**config.mk**
```make
export PLATFORM = sky130hd
export DESIGN_NAME = rational_arithmetic_unit_flat
export DESIGN_NICKNAME = d
export VERILOG_FILES = /design/src/hdl/rau_pkg.sv /design/src/hdl/rau_in_if.sv /design/src/hdl/rau_out_if.sv /design/src/hdl/rational_arithmetic_unit.sv /design/src/flat_wrapper.sv
export SDC_FILE = /design/constraint.sdc
export NUM_CORES = 2
export LEC_CHECK = 0
export BUFFER_PORTS_ARGS = -buffer_cell sky130_fd_sc_hd__buf_2
export CAP_MARGIN = 40
export CORE_MARGIN = 1.5
export CORE_UTILIZATION = 31
export DETAILED_ROUTE_END_ITERATION = 6
export RECOVER_POWER = 100
export SLEW_MARGIN = 20
export SYNTH_ARGS = -nofsm -noshare
export SYNTH_HDL_FRONTEND = slang
export SYNTH_SLANG_ARGS = --single-unit
```
**constraint.sdc**
```tcl
create_clock -name clk -period 11.7 [get_ports clk]
set_input_delay 1.755 -clock clk [delete_from_list [all_inputs] [get_ports clk]]
set_output_delay 1.755 -clock clk [all_outputs]
set_load 0.01 [all_outputs]
```
**src/hdl/rau_pkg.sv**
```systemverilog
// ----------------------------------------------------------------------------
// rau_pkg
// Shared constants and types of the rational arithmetic unit: default operand
// width, operation codes and sequencer states.
// ----------------------------------------------------------------------------
package rau_pkg;

	localparam int OPERAND_WIDTH_DEF = 16;

	localparam logic [2:0] OP_ADD = 3'd0;
	localparam logic [2:0] OP_SUB = 3'd1;
	localparam logic [2:0] OP_MUL = 3'd2;
	localparam logic [2:0] OP_DIV = 3'd3;
	localparam logic [2:0] OP_EQ  = 3'd4;
	localparam logic [2:0] OP_LT  = 3'd5;

	typedef enum logic [3:0] {
		ST_IDLE,
		ST_MUL0,
		ST_MUL1,
		ST_MUL2,
		ST_COMB,
		ST_PREP,
		ST_GCD,
		ST_DIVN,
		ST_DIVD,
		ST_DONE
	} state_t;

endpackage

```
**src/hdl/rau_in_if.sv**
```systemverilog
// ----------------------------------------------------------------------------
// rau_in_if
// Request channel: operation code and two fractions, valid/ready handshake.
// ----------------------------------------------------------------------------
interface rau_in_if
	import rau_pkg::*;
#(
	parameter int W = OPERAND_WIDTH_DEF
) ();
	logic                valid;
	logic                ready;
	logic [2:0]          operation;
	logic signed [W-1:0] left_num;
	logic [W-2:0]        left_den;
	logic signed [W-1:0] right_num;
	logic [W-2:0]        right_den;

	modport source (
		output valid, operation, left_num, left_den, right_num, right_den,
		input  ready
	);

	modport sink (
		input  valid, operation, left_num, left_den, right_num, right_den,
		output ready
	);
endinterface

```
**src/hdl/rau_out_if.sv**
```systemverilog
// ----------------------------------------------------------------------------
// rau_out_if
// Response channel: reduced fraction and flags, valid/ready handshake.
// ----------------------------------------------------------------------------
interface rau_out_if
	import rau_pkg::*;
#(
	parameter int W = OPERAND_WIDTH_DEF
) ();
	logic                  valid;
	logic                  ready;
	logic signed [2*W-1:0] result_num;
	logic [2*W-2:0]        result_den;
	logic                  compare_true;
	logic                  divide_by_zero;

	modport source (
		output valid, result_num, result_den, compare_true, divide_by_zero,
		input  ready
	);

	modport sink (
		input  valid, result_num, result_den, compare_true, divide_by_zero,
		output ready
	);
endinterface

```
**src/hdl/rational_arithmetic_unit.sv**
```systemverilog
// Sequence: compare and unused codes go from the combine state to done, a zero
// numerator skips the gcd and the divisions, other arithmetic runs binary gcd steps.
// Throughput: one beat at a time; the next request is taken once the sequencer
// is back in idle, while the previous result may still wait in the output register.
// The time is set by the shared subtractor: gcd steps plus two restoring divisions.
// Reset: arst_n asynchronous, active low; clears sequencer and output valid.
// ----------------------------------------------------------------------------
// rational_arithmetic_unit
// Rational add, subtract, multiply, divide and compare on signed fractions,
// with gcd reduction through one shared multiplier and one shared subtractor.
// ----------------------------------------------------------------------------
module rational_arithmetic_unit
	import rau_pkg::*;
#(
	parameter int OPERAND_WIDTH = OPERAND_WIDTH_DEF
) (
	input  logic      clk,
	input  logic      arst_n,
	rau_in_if.sink    request,
	rau_out_if.source response
);

	localparam int W    = OPERAND_WIDTH;
	localparam int NW   = 2 * W;        // product / numerator width
	localparam int MW   = 2 * W - 1;    // magnitude width
	localparam int K_W  = $clog2(MW);
	localparam int CNT_W = $clog2(MW);
	localparam logic [CNT_W-1:0] CNT_LAST = CNT_W'(MW - 1);

	state_t state_q, state_d;

	// latched request
	logic [2:0]          op_q;
	logic signed [W-1:0] ln_q, rn_q;
	logic [W-2:0]        ld_q, rd_q;

	// products and sum
	logic signed [NW-1:0] xl_q, xr_q, den_q;

	// reduction datapath
	logic [MW-1:0]    a_q, b_q, g_q, nmag_q, dmag_q;
	logic [K_W-1:0]   k_q;
	logic [CNT_W-1:0] cnt_q;
	logic             neg_q, plain_q, cmp_q, dz_q;

	// output register
	logic                  out_valid_q;
	logic signed [NW-1:0]  out_num_q;
	logic [MW-1:0]         out_den_q;
	logic                  out_cmp_q, out_dz_q;

	logic is_arith;
	logic out_free;
	assign is_arith = (op_q == OP_ADD) || (op_q == OP_SUB) ||
		(op_q == OP_MUL) || (op_q == OP_DIV);
	assign out_free = !out_valid_q || response.ready;

	// shared multiplier
	logic signed [W:0]      mul_a, mul_b;
	logic signed [2*W+1:0]  prod;

	always_comb begin
		mul_a = {ln_q[W-1], ln_q};
		mul_b = $signed({2'b00, rd_q});
		unique case (state_q)
			ST_MUL0: begin
				mul_a = {ln_q[W-1], ln_q};
				mul_b = (op_q == OP_MUL) ? {rn_q[W-1], rn_q} : $signed({2'b00, rd_q});
			end
			ST_MUL1: begin
				mul_a = {rn_q[W-1], rn_q};
				mul_b = $signed({2'b00, ld_q});
			end
			ST_MUL2: begin
				mul_a = $signed({2'b00, ld_q});
				mul_b = (op_q == OP_DIV) ? {rn_q[W-1], rn_q} : $signed({2'b00, rd_q});
			end
			default: begin
			end
		endcase
	end
	assign prod = (2*W+2)'(mul_a) * (2*W+2)'(mul_b);

	// sum / difference of cross products; other codes pass the left product
	logic signed [NW-1:0] comb_n;
	always_comb begin
		priority case (op_q)
			OP_ADD:  comb_n = xl_q + xr_q;
			OP_SUB:  comb_n = xl_q - xr_q;
			default: comb_n = xl_q;
		endcase
	end

	// magnitudes and sign ahead of the reduction
	logic signed [NW-1:0] n_neg, d_neg;
	logic [MW-1:0]        n_abs, d_abs;
	logic                 den_zero, num_zero;
	assign n_neg    = -xl_q;
	assign d_neg    = -den_q;
	assign n_abs    = xl_q[NW-1] ? n_neg[MW-1:0] : xl_q[MW-1:0];
	assign d_abs    = den_q[NW-1] ? d_neg[MW-1:0] : den_q[MW-1:0];
	assign den_zero = (den_q == '0);
	assign num_zero = (xl_q == '0);

	// shared subtractor: gcd difference or restoring division trial
	logic [MW:0]   sub_x, sub_y, sub_r;
	logic          a_ge_b;
	logic          div_msb;
	assign a_ge_b  = (a_q >= b_q);
	assign div_msb = (state_q == ST_DIVN) ? nmag_q[MW-1] : dmag_q[MW-1];

	always_comb begin
		if (state_q == ST_GCD) begin
			sub_x = a_ge_b ? {1'b0, a_q} : {1'b0, b_q};
			sub_y = a_ge_b ? {1'b0, b_q} : {1'b0, a_q};
		end else begin
			sub_x = {a_q, div_msb};
			sub_y = {1'b0, g_q};
		end
	end
	assign sub_r = sub_x - sub_y;

	logic          q_bit;
	logic [MW-1:0] rem_next;
	assign q_bit    = !sub_r[MW];
	assign rem_next = q_bit ? sub_r[MW-1:0] : sub_x[MW-1:0];

	// next state
	always_comb begin
		state_d = state_q;
		unique case (state_q)
			ST_IDLE: if (request.valid) begin
				state_d = ST_MUL0;
			end
			ST_MUL0: state_d = ST_MUL1;
			ST_MUL1: state_d = ST_MUL2;
			ST_MUL2: state_d = ST_COMB;
			ST_COMB: state_d = is_arith ? ST_PREP : ST_DONE;
			ST_PREP: state_d = num_zero ? ST_DONE : ST_GCD;
			ST_GCD: if (a_q == '0) begin
				state_d = ST_DIVN;
			end
			ST_DIVN: if (cnt_q == CNT_LAST) begin
				state_d = ST_DIVD;
			end
			ST_DIVD: if (cnt_q == CNT_LAST) begin
				state_d = ST_DONE;
			end
			ST_DONE: if (out_free) begin
				state_d = ST_IDLE;
			end
			default: state_d = ST_IDLE;
		endcase
	end

	// handshake and payload outputs
	always_comb begin
		request.ready           = (state_q == ST_IDLE);
		response.valid          = out_valid_q;
		response.result_num     = out_num_q;
		response.result_den     = out_den_q;
		response.compare_true   = out_cmp_q;
		response.divide_by_zero = out_dz_q;
	end

	always_ff @(posedge clk or negedge arst_n) begin
		if (!arst_n) begin
			state_q <= ST_IDLE;
		end else begin
			state_q <= state_d;
		end
	end

	always_ff @(posedge clk or negedge arst_n) begin
		if (!arst_n) begin
			out_valid_q <= 1'b0;
		end else if (state_q == ST_DONE && out_free) begin
			out_valid_q <= 1'b1;
		end else if (response.ready) begin
			out_valid_q <= 1'b0;
		end
	end

	always_ff @(posedge clk) begin
		unique case (state_q)
			ST_IDLE: if (request.valid) begin
				op_q <= request.operation;
				ln_q <= request.left_num;
				ld_q <= request.left_den;
				rn_q <= request.right_num;
				rd_q <= request.right_den;
			end
			ST_MUL0: xl_q  <= prod[NW-1:0];
			ST_MUL1: xr_q  <= prod[NW-1:0];
			ST_MUL2: den_q <= prod[NW-1:0];
			ST_COMB: begin
				xl_q    <= comb_n;
				plain_q <= !is_arith;
				dz_q    <= (op_q == OP_DIV) && (rn_q == '0);
				priority case (op_q)
					OP_EQ:   cmp_q <= (xl_q == xr_q);
					OP_LT:   cmp_q <= (xl_q < xr_q);
					default: cmp_q <= 1'b0;
				endcase
			end
			ST_PREP: begin
				plain_q <= num_zero;
				// a zero denominator is taken as one
				neg_q   <= xl_q[NW-1] ^ (den_q[NW-1] && !den_zero);
				a_q     <= n_abs;
				b_q     <= den_zero ? MW'(1) : d_abs;
				nmag_q  <= n_abs;
				dmag_q  <= den_zero ? MW'(1) : d_abs;
				k_q     <= '0;
			end
			ST_GCD: begin
				// binary gcd, a ends at zero and leaves the remainder register clear
				priority if (a_q == '0) begin
					g_q   <= b_q << k_q;
					cnt_q <= '0;
				end else if (!a_q[0] && !b_q[0]) begin
					a_q <= a_q >> 1;
					b_q <= b_q >> 1;
					k_q <= k_q + K_W'(1);
				end else if (!a_q[0]) begin
					a_q <= a_q >> 1;
				end else if (!b_q[0]) begin
					b_q <= b_q >> 1;
				end else if (a_ge_b) begin
					a_q <= {1'b0, sub_r[MW-1:1]};
				end else begin
					b_q <= {1'b0, sub_r[MW-1:1]};
				end
			end
			ST_DIVN: begin
				a_q    <= rem_next;
				nmag_q <= {nmag_q[MW-2:0], q_bit};
				cnt_q  <= (cnt_q == CNT_LAST) ? '0 : cnt_q + CNT_W'(1);
			end
			ST_DIVD: begin
				a_q    <= rem_next;
				dmag_q <= {dmag_q[MW-2:0], q_bit};
				cnt_q  <= cnt_q + CNT_W'(1);
			end
			ST_DONE: if (out_free) begin
				out_cmp_q <= cmp_q;
				out_dz_q  <= dz_q;
				if (plain_q) begin
					out_num_q <= '0;
					out_den_q <= MW'(1);
				end else begin
					out_num_q <= neg_q ? -$signed({1'b0, nmag_q}) : $signed({1'b0, nmag_q});
					out_den_q <= dmag_q;
				end
			end
			default: begin
			end
		endcase
	end

`ifndef NO_ASSERTIONS
	a_den_nonzero: assert property (@(posedge clk) disable iff (!arst_n)
		response.valid |-> response.result_den != '0)
		else $error("result beat with zero denominator");

	a_cmp_plain: assert property (@(posedge clk) disable iff (!arst_n)
		(response.valid && response.compare_true) |->
		(response.result_num == '0 && response.result_den == MW'(1)))
		else $error("compare beat carries a fraction");

	a_flags_exclusive: assert property (@(posedge clk) disable iff (!arst_n)
		response.valid |-> !(response.compare_true && response.divide_by_zero))
		else $error("compare and divide-by-zero flags both set");

	a_gcd_b_nonzero: assert property (@(posedge clk) disable iff (!arst_n)
		(state_q == ST_GCD) |-> (b_q != '0))
		else $error("gcd operand reached zero");

	a_div_rem_clear: assert property (@(posedge clk) disable iff (!arst_n)
		(state_q == ST_DIVD && $past(state_q) == ST_DIVN) |-> (a_q == '0))
		else $error("numerator not divisible by gcd");
`endif

endmodule

```
**src/flat_wrapper.sv**
```systemverilog
// flat-port wrapper written by rule: the top's interface ports become plain ports
module rational_arithmetic_unit_flat import rau_pkg::*;
#(
	parameter int OPERAND_WIDTH = OPERAND_WIDTH_DEF
)
  (clk, arst_n, request_valid, request_operation, request_left_num, request_left_den, request_right_num, request_right_den, request_ready, response_valid, response_result_num, response_result_den, response_compare_true, response_divide_by_zero, response_ready);
  rau_in_if #(.W((OPERAND_WIDTH_DEF))) request_i ();
  rau_out_if #(.W((OPERAND_WIDTH_DEF))) response_i ();
  input  logic clk;
  input  logic arst_n;
  input wire logic [$bits(request_i.valid)-1:0] request_valid;
  input wire logic [$bits(request_i.operation)-1:0] request_operation;
  input wire logic [$bits(request_i.left_num)-1:0] request_left_num;
  input wire logic [$bits(request_i.left_den)-1:0] request_left_den;
  input wire logic [$bits(request_i.right_num)-1:0] request_right_num;
  input wire logic [$bits(request_i.right_den)-1:0] request_right_den;
  output wire logic [$bits(request_i.ready)-1:0] request_ready;
  output wire logic [$bits(response_i.valid)-1:0] response_valid;
  output wire logic [$bits(response_i.result_num)-1:0] response_result_num;
  output wire logic [$bits(response_i.result_den)-1:0] response_result_den;
  output wire logic [$bits(response_i.compare_true)-1:0] response_compare_true;
  output wire logic [$bits(response_i.divide_by_zero)-1:0] response_divide_by_zero;
  input wire logic [$bits(response_i.ready)-1:0] response_ready;
  assign request_i.valid = request_valid;
  assign request_i.operation = request_operation;
  assign request_i.left_num = request_left_num;
  assign request_i.left_den = request_left_den;
  assign request_i.right_num = request_right_num;
  assign request_i.right_den = request_right_den;
  assign request_ready = request_i.ready;
  assign response_valid = response_i.valid;
  assign response_result_num = response_i.result_num;
  assign response_result_den = response_i.result_den;
  assign response_compare_true = response_i.compare_true;
  assign response_divide_by_zero = response_i.divide_by_zero;
  assign response_i.ready = response_ready;
  rational_arithmetic_unit #(.OPERAND_WIDTH(OPERAND_WIDTH)) u_core (.clk(clk), .arst_n(arst_n), .request(request_i), .response(response_i));
endmodule
```
-- Word-level counts from Yosys, hierarchy flattened
Index checks and enable logic that the tools add are counted.
- bitwise operators: 2
- equal/unequal tests: 28
- mux-type cells: 48
- $lt $le $gt $ge: 2
- reductions and logical operators: 41
- $mul: 1
- $add $sub $neg: 8
- shifts and indexed selects: 1
- operators with widths (kind ; count):
    $mux W31 ; 17
    $pmux W31 S2 ; 3
    $pmux W32 S2 ; 2
    $pmux W31 S3 ; 1
    $logic_not A32 Y1 ; 2
    $mux W32 ; 2
    $sub A32 B32 Y32 ; 2
    $neg A31 Y31 ; 2
    $pmux W17 S3 ; 1
    $pmux W4 S10 ; 1
    $mux W17 ; 2
    $pmux W17 S2 ; 1
    $add A32 B32 Y32 ; 1
    $eq A32 B32 Y1 ; 1
    $lt A32 B32 Y1 ; 1
    $mul A17 B17 Y32 ; 1
    $neg A31 Y32 ; 1
    $ge A31 B31 Y1 ; 1
    $logic_not A31 Y1 ; 1
    $shl A31 B5 Y31 ; 1
    $mux W4 ; 7
    $mux W5 ; 4
    $eq A4 B3 Y1 const B ; 4
    $logic_not A16 Y1 ; 1
    31 further kinds ; 71
- word-level logic and storage cells: 159
- bits in registers: 400

-- Depth between registers and ports, before layout
- depth in word-level cells: 10
- depth in mapped cells: 33

-- Worst setup path after synthesis
OpenSTA, ideal clock, no wires.
- path kind: flip-flop to flip-flop
- start point: register u_core.state_q[2]
- end point: register u_core.xl_q[30] (data pin)
- period minus slack after synthesis: 8683 ps
- path buffers: 2
- arrival time: 8423 ps
- stages on the path, launching flop included: 28
- required time: 11440 ps
- setup time: 260 ps
- slack: 3017 ps
- path through: dfrtp_1 -> clkbuf_1 -> nor2_1 -> nand2_1 -> nor2_1 -> clkbuf_1 -> a222oi_1 -> or2_2 -> fa_1 -> inv_1 -> fa_1 -> fa_1 -> fa_1 -> fa_1 -> inv_1 -> fa_1 -> inv_1 -> ha_1 -> nand3_1 -> or2_2 -> nor3_1 -> o2bb2ai_1 -> o31ai_1 -> a21oi_1 -> o21a_1 -> nor2_1 -> xnor2_1 -> mux2_2
- word-level cells in the longest chain between the ends: 4
- ends and longest elaborated chain (element ; RTL line ; text):
    from (decl) ; rational_arithmetic_unit.sv:30 ; state_t state_q, state_d;
    from (signal assigned) ; rational_arithmetic_unit.sv:170 ; state_q <= state_d;
    $eq A4 B2 Y1 / $eq A4 B1 Y1 (equally long branches) ; rational_arithmetic_unit.sv:65 ; unique case (state_q)
    $pmux W17 S3 / $pmux W17 S2 (equally long branches) ; rational_arithmetic_unit.sv:65 ;
    $mul A17 B17 Y32 * ; rational_arithmetic_unit.sv:82 ; assign prod = (2*W+2)'(mul_a) * (2*W+2)'(mul_b);
    named net u_core.prod[30] ; rational_arithmetic_unit.sv:60 ; logic signed [2*W+1:0] prod;
    $pmux W32 S2 * ; rational_arithmetic_unit.sv:185 ; unique case (state_q)
    to (signal assigned) ; rational_arithmetic_unit.sv:193 ; ST_MUL0: xl_q <= prod[NW-1:0];
    to (signal assigned) ; rational_arithmetic_unit.sv:197 ; xl_q <= comb_n;
    to (decl) ; rational_arithmetic_unit.sv:38 ; logic signed [NW-1:0] xl_q, xr_q, den_q;
The timed path passes the listed nets; every way through them passes the cells marked *.
A chain may end at the register's enable or synchronous reset.

-- Final worst setup path
- start point: register u_core.state_q[0]
- end point: register u_core.xl_q[23] (data pin)
The elaborated chain is that of the path after synthesis.

==> qor.yml <==
drtIter0Drc: 2504
grtUsageTotal_pct: 18.8
synth.avg_cell_area_um2: 9.26
critical_path_class: "reg -> reg"
synthToLayoutAreaGrowth_pct: 10.6
hold_start: "u_core.cmp_q"
cts.clk_slew.worst_paths_ps: 60
post-cts-setup-buffers: 0
die_y_um: 345
whs_path_depth: 0
clk_path_buf_depth: 3
min_path_type: "reg -> reg"
synth_cells: 3914
gr-total-overflow: 0
crit_required_ps: 11980
h-tree-depth: 2
synth-seq-cells: 400
r2r_cells: 28
wirelength_um: 113000
r2r_slack_ps: 1870
setup_tns_ps: 0
multi_input_area_um2: 21700
post-route-min-period_ps: 9830
start_kind: "flop"
drt-pass1-iter-count: 7
die_w_um: 345
grt_pass1_vias: 28600
rows: 125
rr_endpoint: "u_core.xl_q[23]"
fp.coreArea_um2: 116000
grt_pass1_wl_um: 172000
numCtsBuffers: 48
pre_cts_slack_ps: 3100
hold_viol_final: 0
cts-root-buf: "clkbuf_16"
netlist-cell-type-count: 82
post-route-util_pct: 34.5
drive_above_1_share_pct: 5.79
gp_congestion: 0.916
synth_edf_count: 395
synthArstFlopShare_pct: 1.25
finalSetupViolCount: 0
drv_cap: 17
cp_slowest_stage_delay_ps: 1320
min_to: "u_core.response.compare_true"
ys_dominant_reg_cell: "edfxtp_1"
cts.sinks: 400
timing.final.ws_setup_ps: 1870
synth_area_um2: 36200
portBuffers: 135
clk_latency_ps: 630
ant_nets: 0
ys_seq_area_share_pct: 33.1
rsz0062_at_grt: "no"
final.period_utilization_pct: 84.0
synth_nets: 4476
postCtsHoldBufs: 0
seq_area_um2: 12000
nets: 4533
maxSlewHeadroom_pct: -124
violations: "capacitance limit, slew limit"
post_cts_resized: 0
die-area_um2: 119000
drv_slew: 673
critPathCaptureType: "flop"
finClkSkew_ps: 34.4
vias_per_cell: 5.25
rr_startpoint: "u_core.state_q[0]"
crit_top_cell: "fa_1"
pin_count: 136
yosysWarnings: 0
status: "complete, but fails checks"
crit_slowest_cell: "clkbuf_1"
cts_tree: "built"
avgRoutedWirePerCell_um: 20.4
critPathMaxFanout: 41
grt_max_degree: 84
clock.fmax_mhz: 102
drc: 0
dp.final_hpwl_um: 88500
tightestPinTransition_ps: 3360
vias: 29100
fillCellCount: 12000
cp.arrival_ps: 10110
start_util_pct: 31.2
antenna_found_initial: 3
-- layer usage --
| layer | GRT usage, % | vias up | routed length (um) |
|---|---|---|---|
| met5 | 0 | - | 0 |
| met4 | 7.40 | 0 | 4820 |
| met3 | 3.29 | 223 | 8150 |
| met2 | 30.6 | 1121 | 51400 |
| met1 | 24.8 | 14200 | 48300 |
| li1 | - | 13600 | - |
-- cell usage after synthesis, types with 9 or more instances --
library cell | instances | area, um^2
nand3_1 | 36 | 180
or4_1 | 13 | 97.6
a21oi_1 | 321 | 1610
o21ai_0 | 167 | 836
mux2i_1 | 80 | 801
o21bai_1 | 20 | 150
a211oi_1 | 26 | 195
edfxtp_1 | 395 | 11900
nand2b_1 | 31 | 194
fa_1 | 278 | 5570
nor2b_1 | 51 | 319
a31oi_1 | 41 | 257
buf_1 | 23 | 86.3
clkbuf_1 | 169 | 634
o221ai_1 | 25 | 219
o21a_1 | 21 | 158
o22a_1 | 10 | 87.6
and2_1 | 18 | 113
o211ai_1 | 19 | 143
a22oi_1 | 12 | 90.1
nor4_1 | 20 | 125
inv_1 | 467 | 1750
or2_2 | 20 | 125
or3_1 | 27 | 169
a21o_1 | 52 | 390
a221oi_1 | 30 | 263
and3_1 | 13 | 81.3
o31ai_1 | 32 | 240
xnor2_1 | 75 | 657
nor2_1 | 460 | 1730
nor3_1 | 44 | 220
mux2_2 | 12 | 135
ha_1 | 215 | 2690
nand4_1 | 16 | 100
a21boi_0 | 9 | 67.6
nand2_1 | 421 | 1580
xor2_1 | 112 | 981
-- logic make-up after synthesis --
kind of cell	after synthesis	share of synthesized area, %
DFF	400	33.1
AOI/OAI and AO/OA	875	15.1
muxes	100	3.08
adders and majority gates	493	22.8
buffers and inverters	667	6.94
and+or+nand+nor	1191	14.4
xor gates and xnor gates	188	4.57
-- stage by stage --
step	cells	hold slack [ps]	area [um^2]
after floorplan	3914	400	36200
after global placement	5422	404	38500
after detailed placement	5440	416	38700
after CTS	5529	416	40300
after global routing	5535	415	40100
final	5537	419	40100
-- worst max path at each step --
stage / startpoint / endpoint / slack, ps / cells after the start
floorplan: u_core.state_q[2] / u_core.xl_q[30] / 3020 / 27
global placement: u_core.state_q[1] / u_core.xl_q[31] / 3280 / 29
detailed placement: u_core.state_q[1] / u_core.xl_q[31] / 3100 / 29
CTS: u_core.state_q[1] / u_core.xl_q[30] / 3050 / 26
global route: u_core.state_q[0] / u_core.xl_q[31] / 1270 / 29
finish: u_core.state_q[0] / u_core.xl_q[23] / 1870 / 28
-- critical path, delay by kind of cell, from the launching register on --
family / cells / cell delay (ps)
adders and majority gates: 7 / 3340
buffers and inverters: 7 / 2280
AOI/OAI and AO/OA: 7 / 1820
and+or+nand+nor: 6 / 1130
DFF: 1 / 670
xor gates and xnor gates: 1 / 180
-- registers in the layout, indices dropped and copies added, names as in the netlist, 16 cells and up --
register	flops
u_core.a_q	31
u_core.b_q	31
u_core.den_q	32
u_core.dmag_q	31
u_core.g_q	31
u_core.ln_q	16
u_core.nmag_q	31
u_core.response.result_den	31
u_core.response.result_num	32
u_core.rn_q	16
u_core.xl_q	32
u_core.xr_q	32
-- layout make-up --
| cell class | instances | area share (%) |
|---|---|---|
| flip-flops and latches | 400 | 29.9 |
| multi-input cells | 2847 | 54.3 |
| repair buffers | 203 | 2.54 |
| diodes | 3 | 0.0187 |
| well taps | 1524 | 4.76 |
| inverters | 471 | 4.41 |
| clock buffers | 56 | 3.13 |
| clock inverters | 33 | 0.949 |
-- placed cells by master (no fill, tap or decap), types with 109 or more instances in the layout --
master    synthesis  layout
edfxtp_1        395     395
nand2_1         421     421
ha_1            215     215
xor2_1          112     111
clkbuf_1        169     109
o21ai_0         167     169
fa_1            278     278
inv_1           467     467
a21oi_1         321     321
nor2_1          460     458
Power is not shown: default switching activity piles up to over one toggle a cycle in this logic, so the estimate is an artifact.
